===== src/sv/crc32fr_pkg.sv =====
`default_nettype none

package crc32fr_pkg;

    localparam logic [31:0] CrcPoly     = 32'hEDB8_8320;
    localparam logic [31:0] CrcInit     = 32'hFFFF_FFFF;
    localparam logic [2:0]  CrcLenBytes = 3'd4;

    localparam logic [7:0]  SyncReset   = 8'h02;
    localparam logic [15:0] MaxLenReset = 16'd512;

    localparam int CfgIndexWidth = 8;
    localparam int CfgDataWidth  = 16;

    localparam logic [CfgIndexWidth-1:0] RegSyncByte     = 8'd0;
    localparam logic [CfgIndexWidth-1:0] RegMaxPayloadLen = 8'd1;

    localparam logic [2:0] EvHeader  = 3'd0;
    localparam logic [2:0] EvPayload = 3'd1;
    localparam logic [2:0] EvGood    = 3'd2;
    localparam logic [2:0] EvBadCrc  = 3'd3;
    localparam logic [2:0] EvTooLong = 3'd4;

    function automatic logic [31:0] crc32_byte(input logic [31:0] crc, input logic [7:0] data);
        logic [31:0] c;
        c = crc ^ {24'd0, data};
        for (int b = 0; b < 8; b++)
        begin
            c = c[0] ? ((c >> 1) ^ CrcPoly) : (c >> 1);
        end
        return c;
    endfunction

endpackage

`default_nettype wire


===== src/sv/crc32_frame_receiver.sv =====
`default_nettype none

// Framed packet receiver: one received byte per beat, one beat a cycle. It hunts
// for sync_byte, then takes a command byte and a big-endian 16-bit length; a length
// above max_payload_len gives a "length too long" beat and the block hunts again.
// Otherwise it gives a header beat, then one beat per payload byte as it arrives,
// then reads a big-endian CRC-32 (IEEE, reflected, init and final xor all ones, over
// command, length and payload) and gives a good or bad-CRC verdict beat. The
// parser step and a byte-wide CRC update sit between the input port and a single
// output register, so a new byte is taken every cycle as long as that register is
// empty or being drained; in_stall rises only while a result is
// held there under out_stall. Registers may be written only while no frame is in
// progress; cfg_ready is always high.
module crc32_frame_receiver
    import crc32fr_pkg::*;
(
    input  wire logic                     clk,
    input  wire logic                     rst_n,

    input  wire logic                     cfg_valid,
    output logic                          cfg_ready,
    input  wire logic [CfgIndexWidth-1:0] cfg_index,
    input  wire logic [CfgDataWidth-1:0]  cfg_data,

    input  wire logic                     in_valid,
    output logic                          in_stall,
    input  wire logic [7:0]               rx_data,

    output logic                          out_valid,
    input  wire logic                     out_stall,
    output logic [2:0]                    event_kind,
    output logic [7:0]                    frame_command,
    output logic [15:0]                   frame_length,
    output logic [7:0]                    payload_byte,
    output logic [15:0]                   payload_index,
    output logic                          last_payload
);

    localparam logic [2:0] PH_HUNT    = 3'd0;
    localparam logic [2:0] PH_CMD     = 3'd1;
    localparam logic [2:0] PH_LEN_HI  = 3'd2;
    localparam logic [2:0] PH_LEN_LO  = 3'd3;
    localparam logic [2:0] PH_PAYLOAD = 3'd4;
    localparam logic [2:0] PH_CRC     = 3'd5;

    logic [7:0]  sync_byte_reg;
    logic [15:0] max_len_reg;

    logic [2:0]  phase_reg,          phase_next;
    logic [7:0]  held_command_reg,   held_command_next;
    logic [15:0] held_length_reg,    held_length_next;
    logic [15:0] bytes_seen_reg,     bytes_seen_next;
    logic [31:0] running_crc_reg,    running_crc_next;
    logic [31:0] received_crc_reg,   received_crc_next;
    logic [2:0]  crc_bytes_seen_reg, crc_bytes_seen_next;

    logic        out_valid_reg;
    logic [2:0]  event_kind_reg,    event_kind_next;
    logic [7:0]  payload_byte_reg,  payload_byte_next;
    logic [15:0] payload_index_reg, payload_index_next;
    logic        last_payload_reg,  last_payload_next;
    logic [7:0]  frame_command_reg;
    logic [15:0] frame_length_reg;

    logic        in_accept;
    logic        emit;
    logic [31:0] crc_fed;
    logic [15:0] seen_inc;
    logic [15:0] len_full;
    logic [31:0] rx_crc_full;
    logic [2:0]  crc_cnt_inc;

    assign cfg_ready = 1'b1;
    assign in_stall  = out_valid_reg & out_stall;
    assign in_accept = in_valid & ~in_stall;

    assign crc_fed     = crc32_byte((phase_reg == PH_CMD) ? CrcInit : running_crc_reg, rx_data);
    assign seen_inc    = bytes_seen_reg + 16'd1;
    assign len_full    = {held_length_reg[15:8], rx_data};
    assign rx_crc_full = {received_crc_reg[23:0], rx_data};
    assign crc_cnt_inc = crc_bytes_seen_reg + 3'd1;

    always_comb
    begin
        phase_next          = phase_reg;
        held_command_next   = held_command_reg;
        held_length_next    = held_length_reg;
        bytes_seen_next     = bytes_seen_reg;
        running_crc_next    = running_crc_reg;
        received_crc_next   = received_crc_reg;
        crc_bytes_seen_next = crc_bytes_seen_reg;
        emit                = 1'b0;
        event_kind_next     = EvHeader;
        payload_byte_next   = 8'd0;
        payload_index_next  = 16'd0;
        last_payload_next   = 1'b0;
        unique case (phase_reg)
            PH_CMD:
            begin
                held_command_next = rx_data;
                running_crc_next  = crc_fed;
                phase_next        = PH_LEN_HI;
            end
            PH_LEN_HI:
            begin
                held_length_next = {rx_data, 8'd0};
                running_crc_next = crc_fed;
                phase_next       = PH_LEN_LO;
            end
            PH_LEN_LO:
            begin
                held_length_next    = len_full;
                running_crc_next    = crc_fed;
                bytes_seen_next     = 16'd0;
                crc_bytes_seen_next = 3'd0;
                received_crc_next   = 32'd0;
                emit                = 1'b1;
                if (len_full > max_len_reg)
                begin
                    phase_next      = PH_HUNT;
                    event_kind_next = EvTooLong;
                end
                else
                begin
                    phase_next      = (len_full != 16'd0) ? PH_PAYLOAD : PH_CRC;
                    event_kind_next = EvHeader;
                end
            end
            PH_PAYLOAD:
            begin
                running_crc_next   = crc_fed;
                bytes_seen_next    = seen_inc;
                emit               = 1'b1;
                event_kind_next    = EvPayload;
                payload_byte_next  = rx_data;
                payload_index_next = bytes_seen_reg;
                last_payload_next  = (seen_inc == held_length_reg);
                if (seen_inc == held_length_reg)
                begin
                    crc_bytes_seen_next = 3'd0;
                    received_crc_next   = 32'd0;
                    phase_next          = PH_CRC;
                end
            end
            PH_CRC:
            begin
                received_crc_next   = rx_crc_full;
                crc_bytes_seen_next = crc_cnt_inc;
                if (crc_cnt_inc >= CrcLenBytes)
                begin
                    phase_next      = PH_HUNT;
                    emit            = 1'b1;
                    event_kind_next = (rx_crc_full == ~running_crc_reg) ? EvGood : EvBadCrc;
                end
            end
            default:
            begin
                phase_next = (rx_data == sync_byte_reg) ? PH_CMD : PH_HUNT;
            end
        endcase
    end

    always_ff @(posedge clk or negedge rst_n)
    begin
        if (!rst_n)
        begin
            sync_byte_reg      <= SyncReset;
            max_len_reg        <= MaxLenReset;
            phase_reg          <= PH_HUNT;
            held_command_reg   <= 8'd0;
            held_length_reg    <= 16'd0;
            bytes_seen_reg     <= 16'd0;
            running_crc_reg    <= CrcInit;
            received_crc_reg   <= 32'd0;
            crc_bytes_seen_reg <= 3'd0;
            out_valid_reg      <= 1'b0;
        end
        else
        begin
            if (cfg_valid && cfg_ready)
            begin
                if (cfg_index == RegSyncByte)
                begin
                    sync_byte_reg <= cfg_data[7:0];
                end
                else if (cfg_index == RegMaxPayloadLen)
                begin
                    max_len_reg <= cfg_data;
                end
            end
            if (in_accept)
            begin
                phase_reg          <= phase_next;
                held_command_reg   <= held_command_next;
                held_length_reg    <= held_length_next;
                bytes_seen_reg     <= bytes_seen_next;
                running_crc_reg    <= running_crc_next;
                received_crc_reg   <= received_crc_next;
                crc_bytes_seen_reg <= crc_bytes_seen_next;
            end
            if (in_accept && emit)
            begin
                out_valid_reg <= 1'b1;
            end
            else if (!out_stall)
            begin
                out_valid_reg <= 1'b0;
            end
        end
    end

    // load the result beat; the register is free whenever a byte is accepted
    always_ff @(posedge clk)
    begin
        if (in_accept && emit)
        begin
            event_kind_reg    <= event_kind_next;
            frame_command_reg <= held_command_next;
            frame_length_reg  <= held_length_next;
            payload_byte_reg  <= payload_byte_next;
            payload_index_reg <= payload_index_next;
            last_payload_reg  <= last_payload_next;
        end
    end

    assign out_valid     = out_valid_reg;
    assign event_kind    = event_kind_reg;
    assign frame_command = frame_command_reg;
    assign frame_length  = frame_length_reg;
    assign payload_byte  = payload_byte_reg;
    assign payload_index = payload_index_reg;
    assign last_payload  = last_payload_reg;

    a_stall_only_when_full: assert property (@(posedge clk) disable iff (!rst_n)
        in_stall |-> out_valid_reg)
        else $error("input stalled with an empty output register");

    a_payload_in_range: assert property (@(posedge clk) disable iff (!rst_n)
        phase_reg == PH_PAYLOAD |-> (held_length_reg != 16'd0) &&
                                    (bytes_seen_reg < held_length_reg))
        else $error("payload count outside the announced length");

    a_crc_count_range: assert property (@(posedge clk) disable iff (!rst_n)
        phase_reg == PH_CRC |-> crc_bytes_seen_reg < CrcLenBytes)
        else $error("CRC byte count overran");

    a_too_long_resyncs: assert property (@(posedge clk) disable iff (!rst_n)
        in_accept && phase_reg == PH_LEN_LO && len_full > max_len_reg
        |=> phase_reg == PH_HUNT && out_valid_reg && event_kind_reg == EvTooLong)
        else $error("oversize frame not reported and dropped");

    a_last_ends_payload: assert property (@(posedge clk) disable iff (!rst_n)
        in_accept && phase_reg == PH_PAYLOAD && seen_inc == held_length_reg
        |=> phase_reg == PH_CRC && last_payload_reg)
        else $error("final payload byte did not advance to the CRC");

endmodule

`default_nettype wire

===== config.mk =====
export PLATFORM = sky130hd
export DESIGN_NAME = crc32_frame_receiver
export DESIGN_NICKNAME = d
export VERILOG_FILES = /design/src/sv/crc32fr_pkg.sv /design/src/sv/crc32_frame_receiver.sv
export SDC_FILE = /design/constraint.sdc
export NUM_CORES = 1
export LEC_CHECK = 0
export ABC_CLOCK_PERIOD_IN_PS = 6100
export CAP_MARGIN = 25
export CELL_PAD_IN_SITES_DETAIL_PLACEMENT = 1
export CELL_PAD_IN_SITES_GLOBAL_PLACEMENT = 1
export CORE_AREA = 3 3 144 146
export CTS_CLUSTER_DIAMETER = 200
export CTS_CLUSTER_SIZE = 24
export DETAILED_ROUTE_END_ITERATION = 8
export DIE_AREA = 0 0 147 149
export DONT_BUFFER_PORTS = 1
export HOLD_SLACK_MARGIN = 0.1
export MAX_ROUTING_LAYER = met4
export PLACE_DENSITY_LB_ADDON = 0.1
export SLEW_MARGIN = 20
export SYNTH_ARGS = -nofsm -noshare
export SYNTH_HDL_FRONTEND = slang
export SYNTH_SLANG_ARGS = --single-unit

===== constraint.sdc =====
create_clock -name clk -period 6.1 [get_ports clk]
set_input_delay 0.61 -clock clk [delete_from_list [all_inputs] [get_ports clk]]
set_output_delay 0.61 -clock clk [all_outputs]
set_load 0.005 [all_outputs]

# Word-level counts from Yosys, hierarchy flattened
# Cells that the tools add are included.
[word_totals] output_inout_bits=55 reg_bits=179 wordCells=89 inputBits=37
[classes] muxes=30 reduce_logical=13 magnitude_cmp=2 add_sub_neg=2 n_bitwise=14 eq_ne=12
[op_table] cell="$mux 32" n=9
[op_table] cell="$not 13->14" n=8
[op_table] cell="$pmux 24 s3" n=1
[op_table] cell="$pmux 16 s2" n=2
[op_table] cell="$eq 32x32->1" n=1
[op_table] cell="$not 32->32" n=1
[op_table] cell="$xor 32x8->32" n=1
[op_table] cell="$mux 24" n=1
[op_table] cell="$pmux 3 s3" n=2
[op_table] cell="$add 16x1->16 const B" n=1
[op_table] cell="$eq 16x16->1" n=1
[op_table] cell="$gt 16x16->1" n=1
[op_table] cell="$reduce_bool 16->1" n=1
[op_table] cell="$mux 3" n=5
[op_table] cell="$pmux 3 s5" n=1
[op_table] cell="$reduce_and 3->1" n=3
[op_table] cell="$eq 8x1->1 const B" n=1
[op_table] cell="$eq 8x8->1" n=1
[op_table] cell="$logic_not 8->1" n=1
[op_table] cell="$mux 8" n=1
[op_table] cell="$eq 3x2->1 const B" n=2
[op_table] cell="$eq 3x3->1 const B" n=2
[op_table] cell="$mux 1" n=6
[op_table] cell="$reduce_and 2->1" n=3
[op_table] cell="14 further kinds" n=17

# Depth between registers and ports, before layout
[logic_depth] word_depth=19 ltp_mapped=10

# Worst setup path before layout
# Ideal clock, no wire load.
[synth_timing] path_type="register to register" from="register phase_reg[1]" to="register event_kind_reg[0], in the netlist event_kind[0] (enable)" slack_ns=3.019 arrival_time_ns=2.670 synth_period_minus_slack_ns=3.081 path_stages_with_launch=9 setup_ns=0.411 cell_sequence="dfrtp_1 clkbuf_1 nor2b_1 clkbuf_1 nand2_1 nand2_1 nand2_1 clkbuf_1 nand2_1"
[synth_between] elab_chain_cells=4 word_cells_on_any_way=6 cone_classes="3 x eq/ne; 1 x mux; 2 x reduce/logical"
[synth_rtl] item="from (decl)" line="crc32_frame_receiver.sv:49" rtl="logic [2:0] phase_reg, phase_next;"
[synth_rtl] item="from (signal assigned)" line="crc32_frame_receiver.sv:193" rtl="phase_reg <= phase_next;"
[synth_rtl] item="$eq 3x3->1 / $eq 3x2->1 (equally long branches)" line="crc32_frame_receiver.sv:97" rtl="unique case (phase_reg)"
[synth_rtl] item="$reduce_or 2->1 (no line)"
[synth_rtl] item="$pmux 1 s2 *" line="crc32_frame_receiver.sv:97"
[synth_rtl] item="$logic_and 1x1->1 *" line="crc32_frame_receiver.sv:215" rtl="if (in_accept && emit)"
[synth_rtl] item="to (signal assigned)" line="crc32_frame_receiver.sv:217" rtl="event_kind_reg <= event_kind_next;"
[synth_rtl] item="to (decl)" line="crc32_frame_receiver.sv:58" rtl="logic [2:0] event_kind_reg, event_kind_next;"
# Every way passes the cells marked *; elsewhere a longest branch is shown, timed or not.
# A chain may end at the register's enable or synchronous reset.

# Worst setup path after layout
[layout_timing] from="register phase_reg[2]" to="register running_crc_reg[22]"
[layout_between] elab_chain_cells=16 word_cells_on_any_way=21 cone_classes="4 x eq/ne; 9 x mux; 6 x bitwise; 2 x reduce/logical"
[layout_rtl] item="$eq 3x1->1" line="crc32_frame_receiver.sv:77, crc32_frame_receiver.sv:97"
[layout_rtl] item="$mux 32" line="crc32_frame_receiver.sv:77" rtl="assign crc_fed = crc32_byte((phase_reg == PH_CMD) ? CrcInit : running_crc_reg, rx_data);"
[layout_rtl] item="$xor 32x8->32" line="crc32fr_pkg.sv:26" rtl="c = crc ^ {24'd0, data};"
[layout_rtl] item="$not 13->14 (no line)"
[layout_rtl] item="$mux 32 (2 in series)" line="crc32fr_pkg.sv:29" rtl="c = c[0] ? ((c >> 1) ^ CrcPoly) : (c >> 1);"
[layout_rtl] item="$not 13->14 (no line)"
[layout_rtl] item="$mux 32" line="crc32fr_pkg.sv:29"
[layout_rtl] item="$not 13->14 (no line)"
[layout_rtl] item="$mux 32 (2 in series)" line="crc32fr_pkg.sv:29"
[layout_rtl] item="$not 13->14 (no line)"
[layout_rtl] item="$mux 32" line="crc32fr_pkg.sv:29"
[layout_rtl] item="$not 13->14 (no line)"
[layout_rtl] item="$mux 32 (2 in series)" line="crc32fr_pkg.sv:29"
[layout_rtl] item="to (signal assigned)" line="crc32_frame_receiver.sv:173" rtl="running_crc_reg <= CrcInit;"
[layout_rtl] item="to (signal assigned)" line="crc32_frame_receiver.sv:197" rtl="running_crc_reg <= running_crc_next;"
[layout_rtl] item="to (decl)" line="crc32_frame_receiver.sv:53" rtl="logic [31:0] running_crc_reg, running_crc_next;"
# Parallel ways exist; a longest one is shown, timed or not.

==> results.sh <==
export IMPL_maxCapViolations=0
export IMPL_grtUsageTotal_pct=25.6
export IMPL_antenna_found_initial=0
export IMPL_leakage_nw=4.32
export IMPL_critPathMaxFanout=43
export IMPL_rsz0062_at_grt="no"
export IMPL_finalWirelength_um=26600
export IMPL_ys_flop_type="dfrtp_1"
export IMPL_finalSetupTns_ns=0
export IMPL_synthDistinctLibCells=55
export IMPL_hold_violations=0
export IMPL_dpl_hpwl_um=18200
export IMPL_critPathKind="register to register"
export IMPL_final_util_pct=54.4
export IMPL_initial_core_util_pct=50.2
export IMPL_cts_tree="done"
export IMPL_drc=0
export IMPL_synth_edf_count=52
export IMPL_clk_pin_slew_ns=0.08
export IMPL_fp_row_count=51
export IMPL_cts_buffers=17
export IMPL_crit_required_ns=6.46
export IMPL_gp_congestion=0.861
export IMPL_grt_pass1_vias=7154
export IMPL_die_w_um=147
export IMPL_status="finished clean"
export IMPL_drive_gt1_share_pct=15.5
export IMPL_vias=6962
export IMPL_synth_nets=1009
export IMPL_pin_count=92
export IMPL_dieArea_sq_um=21900
export IMPL_antennaDiodeCount=0
export IMPL_wl_per_cell_um=22.2
export IMPL_setup_violations=0
export IMPL_end_kind="register"
export IMPL_vdd_ir_drop_worst_mv=0.370
export IMPL_viasPerCell=5.81
export IMPL_slew_violations=0
export IMPL_h_tree_depth=4
export IMPL_port_buffers=0
export IMPL_cp_arrival_ns=3.69
export IMPL_largest_reg_flops=32
export IMPL_ant_nets=0
export IMPL_clock_skew_ns=0.0147
export IMPL_fin_crit_ns=3.33
export IMPL_ys_ff_latch=179
export IMPL_overflow=0
export IMPL_synth_area_per_cell_sq_um=10.3
export IMPL_worst_skew_pair_late_latency_ns=0.45
export IMPL_dieHeight_um=149
export IMPL_min_path_type="primary input to asynchronous set/reset pin"
export IMPL_cts_sinks=179
export IMPL_finalNetCount=975
export IMPL_netlist_instances=954
export IMPL_tightest_slew_ns=0.949
export IMPL_p_per_area_nw_per_um2=584
export IMPL_cts_buffer_depth=2
export IMPL_grt_max_degree=128
export IMPL_grt_pass1_wl_um=42100
export IMPL_syn_to_final_growth_pct=8.37
export IMPL_period_share_pct=54.6
export IMPL_ys_warnings_count=0
export IMPL_fillCellCount=2171
export IMPL_startpoint_type="register"
export IMPL_slew_headroom_pct=36.7
export IMPL_post_cts_resized=0
export IMPL_core_area_sq_um=19500
export IMPL_synth_seq_area_share_pct=48.8
export IMPL_synthArstFlopShare_pct=70.9
export IMPL_firstDrtPassIters=5
export IMPL_clockRootBuffer="clkbuf_16"
export IMPL_drtIter0Drc=475
export IMPL_max_freq_mhz=300
export IMPL_synthesis_area_sq_um=9800
## layout by cell type (no fill, tap or decap), types with 18 or more instances in the layout
cell type  count
o21ai_1       23
and3_1        28
nand2_1      105
o21ai_0       67
dfstp_2       34
inv_1         49
ha_1          18
mux2_2        54
xnor2_1      127
edfxtp_1      52
nor2_1        59
a22oi_1       25
dfrtp_1       93
xor2_1        26
## worst paths after layout
path	depth (start not counted)	slack, ns	to	startpoint
worst min register to register	2	0.48	held_command_reg[7]$_DFFE_PN0P_	held_command_reg[7]$_DFFE_PN0P_
worst max-delay path	9	2.77	running_crc_reg[22]$_DFFE_PN1P_	phase_reg[2]$_DFFE_PN0P_
worst min-delay path	1	0.11	held_length_reg[5]$_DFFE_PN0P_	rst_n
worst max register to register	9	2.77	running_crc_reg[22]$_DFFE_PN1P_	phase_reg[2]$_DFFE_PN0P_
max in group asynchronous	1	5.42	max_len_reg[11]$_DFFE_PN0P_	rst_n
min in group clk	1	0.31	max_len_reg[2]$_DFFE_PN0P_	cfg_data[2]
## metal layers
metal / vias up / track usage [%] / part of all wire [%]
li1: 3206 / - / -
met1: 3530 / 35.6 / 47
met2: 200 / 38.7 / 46
met3: 26 / 5.41 / 6.1
met4: 0 / 6.43 / 1.4
met5: - / - / 0
## worst max-delay path, cell delays in order, from the launching register on
cell     delay [ns]
dfrtp_1        0.60
buf_8          0.26
nor3b_4        0.16
buf_4          0.45
nor2_1         0.12
xnor2_1        0.75
xnor3_1        0.41
xnor2_2        0.22
xor2_1         0.17
o21ai_1        0.07
## cell families (layout without fill, tap and decap cells)
family	count (synthesis)	in the layout	share of synthesized area [%]
buf+inv	112	91	4.55
flops	179	179	48.8
mux	55	55	6.31
fa+ha+maj	18	18	2.30
compound gates	162	162	9.87
simple gates	268	268	13.3
xor+xnor	159	159	14.8
other cells	1	1	0.0383
## synthesized netlist by cell type (2+ instances only)
| library cell | number | share of area, % |
|---|---|---|
| a2111oi_0 | 2 | 0.18 |
| a211oi_1 | 4 | 0.31 |
| a21o_1 | 4 | 0.31 |
| a21oi_1 | 14 | 0.72 |
| a22o_1 | 3 | 0.27 |
| a22oi_1 | 25 | 1.9 |
| a31oi_1 | 2 | 0.13 |
| and2_1 | 4 | 0.26 |
| and3_1 | 28 | 1.8 |
| buf_1 | 10 | 0.38 |
| buf_2 | 10 | 0.51 |
| buf_4 | 3 | 0.23 |
| clkbuf_1 | 39 | 1.5 |
| dfrtp_1 | 93 | 24 |
| dfstp_2 | 34 | 9.1 |
| edfxtp_1 | 52 | 16 |
| ha_1 | 18 | 2.3 |
| inv_1 | 49 | 1.9 |
| mux2_2 | 54 | 6.2 |
| nand2_1 | 106 | 4.1 |
| nand2b_1 | 6 | 0.38 |
| nand3_1 | 14 | 0.72 |
| nand4_1 | 15 | 0.96 |
| nor2_1 | 59 | 2.3 |
| nor2b_1 | 3 | 0.19 |
| nor3_1 | 3 | 0.15 |
| nor4_1 | 15 | 0.96 |
| nor4_2 | 4 | 0.51 |
| nor4b_1 | 2 | 0.18 |
| o211ai_1 | 4 | 0.31 |
| o21ai_0 | 67 | 3.4 |
| o21ai_1 | 24 | 1.2 |
| o31ai_1 | 5 | 0.38 |
| o41ai_1 | 2 | 0.18 |
| or4_1 | 2 | 0.15 |
| xnor2_1 | 127 | 11 |
| xnor2_2 | 4 | 0.66 |
| xnor3_1 | 2 | 0.46 |
| xor2_1 | 26 | 2.3 |
## where the power goes
| group | internal, mW | total [mW] | switching [mW] | leakage [nW] |
|---|---|---|---|---|
| clock network | 0.564 | 1.14 | 0.573 | 0.302 |
| logic | 1.30 | 2.85 | 1.55 | 2.03 |
| registers | 1.73 | 2.21 | 0.483 | 1.99 |
## cell type report
cell class	instances	area, sq um	share of cell area, %
clock inverters	15	204	1.92
well taps	265	332	3.12
inverters	49	184	1.73
repair buffers	10	106	1.00
flip-flops and latches	179	4780	45.0
clock buffers	17	425	4.01
multi-input cells	663	4580	43.2
## stage by stage
step / area (sq um) / std cells / hold WS, ns / setup slack [ns] / power, mW
after global routing: 10600 / 1198 / 0.183 / 2.54 / 6.63
after global placement: 9920 / 1162 / 0.322 / 2.77 / 4.86
final: 10600 / 1198 / 0.113 / 2.77 / 6.20
after floorplan: 9800 / 954 / 0.314 / 3.02 / 4.32
after CTS: 10600 / 1195 / 0.171 / 2.60 / 6.21
after detailed placement: 9920 / 1162 / 0.322 / 2.58 / 5.01
## repair_timing
action | 4_1_cts | 5_1_grt
hold buffers | 1 | 0
hold endpoints to repair | 127 | 0
setup buffers | 0 | 0
No activity file was read; power rests on OpenSTA's default activity.
